--- config.mk ---
export PLATFORM = sky130hd
export DESIGN_NAME = chebyshev_series_eval_top_flat
export DESIGN_NICKNAME = d
export VERILOG_FILES = /design/src/hw/rtl/cse_pkg.sv /design/src/hw/rtl/cse_stream_if.sv /design/src/hw/rtl/cse_mul_unit.sv /design/src/hw/rtl/cse_core.sv /design/src/hw/rtl/chebyshev_series_eval_top.sv /design/src/flat_wrapper.sv
export SDC_FILE = /design/constraint.sdc
export NUM_CORES = 2
export LEC_CHECK = 0
export BUFFER_PORTS_ARGS = -buffer_cell sky130_fd_sc_hd__buf_2
export CORE_ASPECT_RATIO = 1.5
export CORE_MARGIN = 2
export CORE_UTILIZATION = 60
export DETAILED_ROUTE_END_ITERATION = 8
export GPL_ROUTABILITY_DRIVEN = 0
export PLACE_DENSITY_LB_ADDON = 0.08
export RECOVER_POWER = 25
export SLEW_MARGIN = 10
export SYNTH_ARGS = -nofsm -noshare
export SYNTH_HDL_FRONTEND = slang
export SYNTH_SLANG_ARGS = --single-unit
--- constraint.sdc ---
create_clock -name clk -period 19.1 [get_ports clk]
set_clock_uncertainty 0.1 [all_clocks]
set_input_delay 1.91 -clock clk [delete_from_list [all_inputs] [get_ports clk]]
set_output_delay 1.91 -clock clk [all_outputs]
set_load 0.02 [all_outputs]
--- src/hw/rtl/cse_pkg.sv ---
// Shared types, constants and a saturation helper for the Chebyshev series evaluator.
package cse_pkg;

  localparam int XW   = 32;  // point / T value width, Q1.30
  localparam int CW   = 32;  // coefficient width, Q15.16
  localparam int SW   = 48;  // sum width, Q31.16
  localparam int PW   = XW + CW;

  localparam logic [1:0] BASIS_FULL = 2'd0;
  localparam logic [1:0] BASIS_EVEN = 2'd1;
  localparam logic [1:0] BASIS_ODD  = 2'd2;

  localparam logic signed [XW-1:0] ONE_Q30   = 32'sh4000_0000;
  localparam logic signed [PW-1:0] RND_REC   = 64'sd268435456;   // 2^28
  localparam logic signed [PW-1:0] RND_TERM  = 64'sd536870912;   // 2^29

  // shared multiplier request
  typedef struct packed {
    logic                   issue;
    logic signed [XW-1:0]   op_a;
    logic signed [CW-1:0]   op_b;
  } mul_req_t;

  // finished series result offered by the core
  typedef struct packed {
    logic                   valid;
    logic signed [SW-1:0]   sum;
    logic                   saturated;
  } res_t;

  function automatic logic signed [XW-1:0] sat32(input logic signed [XW+3:0] v);
    logic signed [XW+3:0] hi;
    logic signed [XW+3:0] lo;
    hi = 36'sh0_7FFF_FFFF;
    lo = -36'sh0_8000_0000;
    if (v > hi) begin
      return 32'sh7FFF_FFFF;
    end else if (v < lo) begin
      return 32'sh8000_0000;
    end
    return v[XW-1:0];
  endfunction

endpackage

--- src/hw/rtl/cse_stream_if.sv ---
// Valid/ready stream interfaces for coefficient input and series result output.
interface cse_in_if;
  logic                            valid;
  logic                            ready;
  logic signed [cse_pkg::XW-1:0]   point;
  logic signed [cse_pkg::CW-1:0]   coefficient;
  logic                            last;

  modport source (output valid, point, coefficient, last, input ready);
  modport sink   (input valid, point, coefficient, last, output ready);
endinterface

interface cse_out_if;
  logic                            valid;
  logic                            ready;
  logic signed [cse_pkg::SW-1:0]   sum;
  logic                            saturated;

  modport source (output valid, sum, saturated, input ready);
  modport sink   (input valid, sum, saturated, output ready);
endinterface

--- src/hw/rtl/cse_mul_unit.sv ---
// Shared 32x32 signed multiplier with registered product.
module cse_mul_unit (
  input  logic                               clk,
  input  cse_pkg::mul_req_t                  req,
  output logic signed [cse_pkg::PW-1:0]      product
);

  logic signed [cse_pkg::PW-1:0] product_r;

  always_ff @(posedge clk) begin
    if (req.issue) begin
      product_r <= req.op_a * req.op_b;
    end
  end

  assign product = product_r;

endmodule

--- src/hw/rtl/cse_core.sv ---
// Sequencer and datapath: recurrence steps and accumulation on the shared multiplier.
module cse_core (
  input  logic                               clk,
  input  logic                               rst_n,
  input  logic                               cfg_wr_en,
  input  logic [1:0]                         cfg_wr_data,
  input  logic                               in_valid,
  output logic                               in_ready,
  input  logic signed [cse_pkg::XW-1:0]      in_point,
  input  logic signed [cse_pkg::CW-1:0]      in_coefficient,
  input  logic                               in_last,
  output cse_pkg::mul_req_t                  mul_req,
  input  logic signed [cse_pkg::PW-1:0]      mul_product,
  output cse_pkg::res_t                      res,
  input  logic                               res_take
);

  typedef enum logic [5:0] {
    S_IDLE    = 6'b000001,
    S_ADV     = 6'b000010,
    S_ADV_WB  = 6'b000100,
    S_TERM    = 6'b001000,
    S_TERM_WB = 6'b010000,
    S_OUT     = 6'b100000
  } state_t;

  state_t                         state_r, state_nxt;
  logic [1:0]                     mode_r;
  logic                           in_series_r;
  logic                           second_r;
  logic                           last_r;
  logic signed [cse_pkg::CW-1:0]  coef_r;
  logic signed [cse_pkg::XW-1:0]  held_r;
  logic signed [cse_pkg::XW-1:0]  prev_r;
  logic signed [cse_pkg::XW-1:0]  cur_r;
  logic signed [cse_pkg::SW-1:0]  acc_r;
  logic                           ovf_r;

  logic                           in_fire;
  logic                           two_step;
  logic signed [cse_pkg::PW-1:0]  rec_rnd;
  logic signed [cse_pkg::PW-1:0]  term_rnd;
  logic signed [cse_pkg::XW+3:0]  rec_diff;
  logic signed [cse_pkg::XW-1:0]  rec_next;
  logic signed [cse_pkg::SW:0]    acc_sum;
  logic signed [cse_pkg::SW-1:0]  acc_next;
  logic                           acc_clip;

  assign in_ready = (state_r == S_IDLE);
  assign in_fire  = in_valid && in_ready;
  assign two_step = (mode_r == cse_pkg::BASIS_EVEN) || (mode_r == cse_pkg::BASIS_ODD);

  // 2xT rounded to Q1.30, minus T(k-1), clipped to 32 bits
  assign rec_rnd  = mul_product + cse_pkg::RND_REC;
  assign rec_diff = {rec_rnd[cse_pkg::PW-1], rec_rnd[cse_pkg::PW-1:29]}
                    - {{4{prev_r[cse_pkg::XW-1]}}, prev_r};
  assign rec_next = cse_pkg::sat32(rec_diff);

  // coef x T rounded to Q31.16, saturating accumulate
  assign term_rnd = mul_product + cse_pkg::RND_TERM;
  assign acc_sum  = {acc_r[cse_pkg::SW-1], acc_r}
                    + {{15{term_rnd[cse_pkg::PW-1]}}, term_rnd[cse_pkg::PW-1:30]};

  always_comb begin
    acc_clip = 1'b0;
    acc_next = acc_sum[cse_pkg::SW-1:0];
    if (acc_sum[cse_pkg::SW] != acc_sum[cse_pkg::SW-1]) begin
      acc_clip = 1'b1;
      acc_next = acc_sum[cse_pkg::SW] ? {1'b1, {(cse_pkg::SW-1){1'b0}}}
                                      : {1'b0, {(cse_pkg::SW-1){1'b1}}};
    end
  end

  always_comb begin
    mul_req.issue = 1'b0;
    mul_req.op_a  = held_r;
    mul_req.op_b  = cur_r;
    case (state_r)
      S_ADV: begin
        mul_req.issue = 1'b1;
      end
      S_TERM: begin
        mul_req.issue = 1'b1;
        mul_req.op_a  = coef_r;
      end
      default: begin
        mul_req.issue = 1'b0;
      end
    endcase
  end

  always_comb begin
    state_nxt = state_r;
    case (state_r)
      S_IDLE:    if (in_fire) state_nxt = in_series_r ? S_ADV : S_TERM;
      S_ADV:     state_nxt = S_ADV_WB;
      S_ADV_WB:  state_nxt = second_r ? S_ADV : S_TERM;
      S_TERM:    state_nxt = S_TERM_WB;
      S_TERM_WB: state_nxt = last_r ? S_OUT : S_IDLE;
      S_OUT:     if (res_take) state_nxt = S_IDLE;
      default:   state_nxt = S_IDLE;
    endcase
  end

  always_ff @(posedge clk) begin
    if (!rst_n) begin
      state_r     <= S_IDLE;
      mode_r      <= cse_pkg::BASIS_FULL;
      in_series_r <= 1'b0;
      second_r    <= 1'b0;
    end else begin
      state_r <= state_nxt;
      if (cfg_wr_en) begin
        mode_r <= cfg_wr_data;
      end
      if (in_fire) begin
        second_r <= in_series_r && two_step;
        in_series_r <= 1'b1;
      end else if (state_r == S_ADV_WB) begin
        second_r <= 1'b0;
      end else if (state_r == S_OUT && res_take) begin
        in_series_r <= 1'b0;
      end
    end
  end

  always_ff @(posedge clk) begin
    case (state_r)
      S_IDLE: begin
        if (in_fire) begin
          coef_r <= in_coefficient;
          last_r <= in_last;
          if (!in_series_r) begin
            held_r <= in_point;
            acc_r  <= '0;
            ovf_r  <= 1'b0;
            if (mode_r == cse_pkg::BASIS_ODD) begin
              prev_r <= cse_pkg::ONE_Q30;
              cur_r  <= in_point;
            end else begin
              prev_r <= in_point;
              cur_r  <= cse_pkg::ONE_Q30;
            end
          end
        end
      end
      S_ADV_WB: begin
        prev_r <= cur_r;
        cur_r  <= rec_next;
      end
      S_TERM_WB: begin
        acc_r <= acc_next;
        ovf_r <= ovf_r | acc_clip;
      end
      default: begin
      end
    endcase
  end

  assign res.valid     = (state_r == S_OUT);
  assign res.sum       = acc_r;
  assign res.saturated = ovf_r;

endmodule

--- src/hw/rtl/chebyshev_series_eval_top.sv ---
// Top level of the Chebyshev series evaluator: core, shared multiplier, output register.
//
// Usage:
//   in_chan  : one transaction per coefficient (Q15.16), lowest degree first.
//              point (Q1.30) is sampled on the first transaction of a series;
//              last marks the final coefficient.
//   out_chan : one transaction per series: the saturated Q31.16 sum and a flag
//              set if any accumulation of the series clipped at 48 bits.
//   cfg_wr_en / cfg_wr_data : basis_mode (full, even or odd degrees); write
//              only while the block is idle.
// Sequencing (all bound by the single 32x32 multiplier):
//   first coefficient of a series : one product, then ready again
//   later coefficient, full basis : one recurrence step + product
//   later coefficient, even / odd : two recurrence steps + product
//   After a last transaction the sum reaches the output register once the slot
//   is free; input reopens in that same cycle.
// in_chan.ready is high only while the sequencer is idle.
// Reset (rst_n low, synchronous) returns to idle, clears out_chan.valid and sets
// the basis to full. If the receiver stalls, the result waits in the output
// register; a further series proceeds and only its own result waits for the slot.
module chebyshev_series_eval_top (
  input  logic              clk,
  input  logic              rst_n,
  input  logic              cfg_wr_en,
  input  logic [1:0]        cfg_wr_data,
  cse_in_if.sink            in_chan,
  cse_out_if.source         out_chan
);

  cse_pkg::mul_req_t                  mul_req;
  logic signed [cse_pkg::PW-1:0]      mul_product;
  cse_pkg::res_t                      res;
  logic                               res_take;

  logic                               out_valid_r;
  logic signed [cse_pkg::SW-1:0]      out_sum_r;
  logic                               out_sat_r;

  cse_core u_core (
    .clk            (clk),
    .rst_n          (rst_n),
    .cfg_wr_en      (cfg_wr_en),
    .cfg_wr_data    (cfg_wr_data),
    .in_valid       (in_chan.valid),
    .in_ready       (in_chan.ready),
    .in_point       (in_chan.point),
    .in_coefficient (in_chan.coefficient),
    .in_last        (in_chan.last),
    .mul_req        (mul_req),
    .mul_product    (mul_product),
    .res            (res),
    .res_take       (res_take)
  );

  cse_mul_unit u_mul (
    .clk     (clk),
    .req     (mul_req),
    .product (mul_product)
  );

  // output slot frees when empty or when its transaction completes
  assign res_take = res.valid && (!out_valid_r || out_chan.ready);

  always_ff @(posedge clk) begin
    if (!rst_n) begin
      out_valid_r <= 1'b0;
    end else if (res_take) begin
      out_valid_r <= 1'b1;
    end else if (out_chan.ready) begin
      out_valid_r <= 1'b0;
    end
  end

  always_ff @(posedge clk) begin
    if (res_take) begin
      out_sum_r <= res.sum;
      out_sat_r <= res.saturated;
    end
  end

  assign out_chan.valid     = out_valid_r;
  assign out_chan.sum       = out_sum_r;
  assign out_chan.saturated = out_sat_r;

endmodule

--- src/flat_wrapper.sv ---
// flat-port wrapper written by rule: the top's interface ports become plain ports
module chebyshev_series_eval_top_flat 
  (clk, rst_n, cfg_wr_en, cfg_wr_data, in_chan_valid, in_chan_point, in_chan_coefficient, in_chan_last, in_chan_ready, out_chan_valid, out_chan_sum, out_chan_saturated, out_chan_ready);
  cse_in_if in_chan_i ();
  cse_out_if out_chan_i ();
  input  logic clk;
  input  logic rst_n;
  input  logic cfg_wr_en;
  input  logic [1:0] cfg_wr_data;
  input wire logic [$bits(in_chan_i.valid)-1:0] in_chan_valid;
  input wire logic [$bits(in_chan_i.point)-1:0] in_chan_point;
  input wire logic [$bits(in_chan_i.coefficient)-1:0] in_chan_coefficient;
  input wire logic [$bits(in_chan_i.last)-1:0] in_chan_last;
  output wire logic [$bits(in_chan_i.ready)-1:0] in_chan_ready;
  output wire logic [$bits(out_chan_i.valid)-1:0] out_chan_valid;
  output wire logic [$bits(out_chan_i.sum)-1:0] out_chan_sum;
  output wire logic [$bits(out_chan_i.saturated)-1:0] out_chan_saturated;
  input wire logic [$bits(out_chan_i.ready)-1:0] out_chan_ready;
  assign in_chan_i.valid = in_chan_valid;
  assign in_chan_i.point = in_chan_point;
  assign in_chan_i.coefficient = in_chan_coefficient;
  assign in_chan_i.last = in_chan_last;
  assign in_chan_ready = in_chan_i.ready;
  assign out_chan_valid = out_chan_i.valid;
  assign out_chan_sum = out_chan_i.sum;
  assign out_chan_saturated = out_chan_i.saturated;
  assign out_chan_i.ready = out_chan_ready;
  chebyshev_series_eval_top u_core (.clk(clk), .rst_n(rst_n), .cfg_wr_en(cfg_wr_en), .cfg_wr_data(cfg_wr_data), .in_chan(in_chan_i), .out_chan(out_chan_i));
endmodule
==> After elaboration in Yosys (flattened, before gate mapping) <==
Index checks and enable logic that the tools add are counted.
{ "classes": {"addsub": 4, "n_mul": 1, "n_lt_le_gt_ge": 2, "n_eq_ne": 13, "mux": 37, "bitwise": 2, "n_reduce_logical": 19} }
{ "ops": {"columns": ["cell", "count"], "rows": [
  ["32-bit 2-to-1 mux", 10],
  ["48-bit 2-to-1 mux", 4],
  ["32-bit case mux with 2 select lines", 2],
  ["48-bit case mux with 2 select lines", 1],
  ["64-bit by 30-bit adder with 64-bit output, second input constant", 1],
  ["64-bit by 31-bit adder with 64-bit output, second input constant", 1],
  ["32-bit by 32-bit multiplier with 64-bit output", 1],
  ["48-bit by 34-bit adder with 49-bit output", 1],
  ["36-bit by 32-bit > comparator with 1-bit output, second input constant", 1],
  ["36-bit by 32-bit < comparator with 1-bit output, second input constant", 1],
  ["6-bit case mux with 6 select lines", 1],
  ["35-bit by 32-bit subtractor with 36-bit output", 1],
  ["6-bit 2-to-1 mux", 3],
  ["1-bit 2-to-1 mux", 13],
  ["2-bit nonzero test", 5],
  ["3-bit AND reduction", 3],
  ["4-bit 2-to-1 mux", 2],
  ["6-bit by 1-bit == test with 1-bit output, second input constant", 1],
  ["6-bit by 2-bit == test with 1-bit output, second input constant", 1],
  ["6-bit by 3-bit == test with 1-bit output, second input constant", 1],
  ["6-bit by 4-bit == test with 1-bit output, second input constant", 1],
  ["6-bit by 5-bit == test with 1-bit output, second input constant", 1],
  ["6-bit == test, second input constant", 1],
  ["2-bit AND reduction", 3],
  ["other kinds (12)", 18]
]} }
{ "word_totals": {"regBits": 302, "inputBits": 72, "out_inout_bits": 51, "elab_cells": 93} }

==> Depth between registers and ports, before layout <==
{ "depth": {"ltp_word": 7, "mapped_depth": 34, "mapped_depth_nobuf": 31} }

==> Modules after synthesis <==
Synthesis repeated with hierarchy kept, for this count alone.
{ "unflattened": {"cells_unflattened": 5363, "hier_area_um2": 52836.9} }
{ "modules_own_cells": {"columns": ["mod", "n_inst", "cells_each", "area_per_inst_um2", "seq_area_each_um2"], "rows": [
  ["cse_mul_unit", 1, 3893, 37850.1, 1921.8],
  ["cse_core", 1, 1417, 13467.9, 5545.3],
  ["chebyshev_series_eval_top", 1, 53, 1519.0, 1491.4]
]} }

==> Worst setup path before layout <==
Ideal clock, no wire load.
{ "synth_path": {"path_type": "register -> register", "start": "register u_core.u_core.state_r[2]", "end": "register u_core.u_mul.product_r, in the netlist u_core.u_mul.product[61], data pin", "setup_time_ps": 259, "t_arrival_ps": 8766, "required_time_ps": 18741, "path_slack_ps": 9975, "stages_incl_launch_ff": 32, "path_buffers": 3, "period_less_slack_ps": 9125, "cell_sequence": "dfxtp_1 -> clkbuf_1 -> nor2_1 -> nand3_1 -> clkbuf_1 -> mux2_2 -> clkbuf_1 -> nand2_1 -> inv_1 -> fa_1 -> fa_1 -> fa_1 -> fa_1 -> inv_1 -> fa_1 -> inv_1 -> fa_1 -> inv_1 -> fa_1 -> inv_1 -> fa_1 -> ha_1 -> a21oi_1 -> nor2b_1 -> o21ai_0 -> nand2b_1 -> a21o_1 -> a21o_1 -> a211oi_1 -> o21bai_1 -> a21oi_1 -> xnor2_1"} }
{ "synth_via": {"elab_chain_cells": 3} }
{ "synth_rtl": {"columns": ["item", "line_no", "text"], "rows": [
  ["from (decl)", "cse_core.sv:27", "state_t state_r, state_nxt;"],
  ["from (signal assigned)", "cse_core.sv:112", "state_r <= state_nxt;"],
  ["6-bit by 4-bit == test with 1-bit output", "cse_core.sv:78", "case (state_r)"],
  ["32-bit 2-to-1 mux", "cse_core.sv:78", null],
  ["32-bit by 32-bit multiplier with 64-bit output", "cse_mul_unit.sv:12", "product_r <= req.op_a * req.op_b;"],
  ["to (signal assigned)", "cse_mul_unit.sv:12", null],
  ["to (decl)", "cse_mul_unit.sv:8", "logic signed [cse_pkg::PW-1:0] product_r;"]
]} }
No other way between the ends.
A chain may end at the register's enable or synchronous reset.

==> Worst setup path in the final report <==
Ends and elaborated chain as after synthesis.

==> flow_metrics.py <==
metrics = {
    "outcome": {
        "status": "finished with violations",
        "violations": "capacitance limit, slew limit",
    },
    "timing": {
        "rsz0062_at_grt": "false",
        "drv_slew": 37,
        "finalHoldViolCount": 0,
        "tns_ns": 0,
        "maxSlewHeadroom": -0.3613,
        "tightestPinTransition_ns": 2.042,
        "setup_viol": 0,
        "fmax_ghz": 0.09601,
        "period_share": 0.5453,
        "min_period_ns": 10.42,
    },
    "global_route": {
        "grt.total_usage": 0.3320,
        "grt_pass1_wl_um": 221800,
        "grt_max_degree": 65,
        "antenna_found_initial": 6,
        "grt_pass1_vias": 39870,
        "overflow": 0,
    },
    "yosys": {
        "synthFlopType": "edfxtp_1",
        "synth_cells": 5188,
        "synth_warnings": 0,
        "synth_seq_area_share": 0.1589,
        "ys_seq_elements": 274,
        "syn-num-nets": 6609,
        "ys_types": 77,
        "netlist_area_mm2": 0.05110,
        "synth-edff-count": 263,
        "syn_avg_cell_area_um2": 9.849,
        "synth_top_area_cell": "fa_1",
        "synthTopCellsByArea": "fa_1, edfxtp_1, inv_1",
        "async_flop_share": 0,
        "synth_top_area_frac": 0.4243,
    },
    "clock_network": {
        "cts_tree": "done",
        "clk_path_buf_depth": 3,
        "clk_pin_slew_ns": 0.06,
        "cts-buffers-inserted": 29,
        "cts.repair.resized": 0,
        "post_cts_buffers": 0,
        "ctsRootBufferMaster": "clkbuf_16",
        "cts_max_level": 1,
        "clock-sinks": 274,
        "cts_hold_buf": 0,
        "clk-insertion-delay-late_ns": 0.58,
    },
    "setup_path": {
        "worstSetupStartpointType": "register",
        "r2r_slack_ns": 8.68,
        "worst-setup-path-type": "register to register",
        "r2r-start": "u_core.u_core.state_r[2]$_SDFFE_PN0P_",
        "end_kind": "register",
        "crit_start": "u_core.u_core.state_r[2]$_SDFFE_PN0P_",
        "reg2regPathDepth": 29,
        "r2r_end": "u_core.u_mul.product[61]$_DFFE_PP_",
        "slowest_delay_ns": 1.03,
        "critical-path-slowest-cell": "fa_1",
        "cp_common_cell": "fa_1",
        "required_ns": 19.33,
        "cp_max_fo": 33,
        "cp.arrival_ns": 10.65,
    },
    "die": {
        "rows": 131,
        "start_util": 0.6030,
        "core_mm2": 0.08474,
        "die_w_um": 242.3,
        "io_pins": 123,
        "die-area_mm2": 0.08756,
        "die_h_um": 361.4,
    },
    "routing": {
        "drc": 0,
        "drt-initial-drc-count": 2547,
        "postRouteAntennaNets": 0,
        "wl_met3_um": 8282,
        "drt-total-wl_um": 140700,
        "top_layer_used": "met5",
        "dr_wl_met2_um": 72710,
        "first_pass_iters": 6,
        "wl_met1_um": 50170,
        "vias": 36440,
        "vias_per_cell": 5.789,
        "wl_per_cell_um": 22.36,
    },
    "min_path": {
        "hp-start": "u_core.u_core.acc_r[8]$_SDFFCE_PP0P_",
        "hold_path_end": "u_core.out_chan.sum[8]$_DFFE_PP_",
        "holdPathStages": 0,
        "hold_path_class": "register to register",
    },
    "cells_and_area": {
        "seq_area_mm2": 0.008118,
        "syn_to_final_growth_pct": 4.728,
        "nFillCells": 7205,
        "drive_gt1_frac": 0.04958,
        "multi_input_comb_area_mm2": 0.03807,
        "fin_nets": 6561,
    },
    "place": {
        "port_buffers": 122,
        "dp_hpwl_um": 106800,
    },
    "flow_run": {
        "maxCapViolCount": 1,
    },
}
-- cell families after synthesis --
group / count (synthesis) / share of synthesized area
mux: 38 / 0.008228
compound gates: 490 / 0.06421
flops: 274 / 0.1589
xor+xnor: 191 / 0.03274
fa+ha+maj: 1349 / 0.4894
simple gates: 1536 / 0.1496
buf+inv: 1310 / 0.09687
-- worst max path at each step --
stage,slack (ns),cells after the start,endpoint
global route,8.21,29,u_core.u_mul.product[61]$_DFFE_PP_
CTS,8.72,29,u_core.u_mul.product[61]$_DFFE_PP_
global placement,8.88,29,u_core.u_mul.product[61]$_DFFE_PP_
floorplan,9.98,31,u_core.u_mul.product[61]$_DFFE_PP_
finish,8.68,29,u_core.u_mul.product[61]$_DFFE_PP_
detailed placement,8.70,29,u_core.u_mul.product[61]$_DFFE_PP_
-- routing by layer --
metal / vias to the layer above / global-route usage
met5: - / 0
met4: 2 / 0.1818
met1: 18720 / 0.3907
li1: 15750 / -
met3: 494 / 0.03012
met2: 1475 / 0.5991
-- stage by stage --
| step | instances | instance area (um2) | worst slack, ns | utilization | hold slack, ns |
|---|---|---|---|---|---|
| 5_1_grt | 6293 | 53510 | 8.210 | 0.6315 | 0.3589 |
| 4_1_cts | 6293 | 53560 | 8.717 | 0.6321 | 0.3431 |
| 3_3_place_gp | 6239 | 52610 | 8.879 | 0.6209 | 0.3433 |
| 6_report | 6294 | 53510 | 8.684 | 0.6315 | 0.3419 |
| 2_1_floorplan | 5188 | 51100 | 9.975 | - | 0.3275 |
| 3_5_place_dp | 6239 | 52610 | 8.696 | 0.6209 | 0.3499 |
-- Yosys cell counts (all sizes together) (6+ instances only) --
master,n
buf,7
o31ai,7
mux2,32
nand2b,17
o21bai,18
or3,9
xnor2,118
clkbuf,256
a31oi,16
o211ai,8
a221o,32
fa,1083
nor3,23
inv,1047
o31a,6
o21a,26
nor2b,25
a31o,9
dfxtp,11
mux2i,6
nand3b,34
a211oi,16
a211o,6
a21o,71
or2,16
edfxtp,263
nor4,9
and2,504
a21oi,121
nand4,39
o21ai,116
and3,21
nand2,672
xor2,73
ha,266
nor2,117
nand3,33
-- critical path: cells and delay by family, from the launching register on --
kind | cells | cell delay, ns
adder cells (fa/ha/maj) | 9 | 5.35
AO/OA/AOI/OAI | 7 | 1.63
multiplexers | 1 | 0.66
buffers and inverters | 6 | 1.17
AND/OR/NAND/NOR | 5 | 0.64
XOR/XNOR | 1 | 0.08
flip-flops | 1 | 0.48
-- placed cells by master (no fill, tap or decap), types with 7 or more instances in the layout --
master and n:
a211oi_1 13, a21o_1 71, a21oi_1 121, a221o_1 32
a31o_2 7, a31oi_1 15, and2_1 504, and3_1 21
buf_2 87, buf_4 61, clkbuf_1 43, clkbuf_16 29
dfxtp_1 11, edfxtp_1 263, fa_1 1083, ha_1 266
inv_1 1047, mux2_2 32, nand2_1 672, nand2b_1 17
nand3_1 32, nand3b_1 34, nand4_1 39, nor2_1 115
nor2b_1 25, nor3_1 23, nor4_1 9, o211ai_1 8
o21a_1 26, o21ai_0 78, o21ai_1 36, o21bai_1 18
o31ai_1 7, or2_2 15, or3_1 9, xnor2_1 118
xor2_1 73
-- final cells by class --
cell class                      count  area share
Sequential cell                   274      0.1517
Multi-Input combinational cell   3604      0.7114
Antenna cell                        1  0.00004676
Clock inverter                     18    0.003671
Inverter                         1047     0.07344
Timing Repair Buffer              184     0.01922
Clock buffer                       36     0.01405
Tap cell                         1130     0.02642
-- sequential cells by signal, indices dropped and copies added (netlist names), 6 cells and up --
name / cells
u_core.out_chan.sum: 48
u_core.u_core.acc_r: 48
u_core.u_mul.product: 36
u_core.u_core.coef_r: 32
u_core.u_core.cur_r: 32
u_core.u_core.held_r: 32
u_core.u_core.prev_r: 32
u_core.u_core.state_r: 6
Power is not shown: default switching activity piles up to over one toggle a cycle in this logic, so the estimate is an artifact.
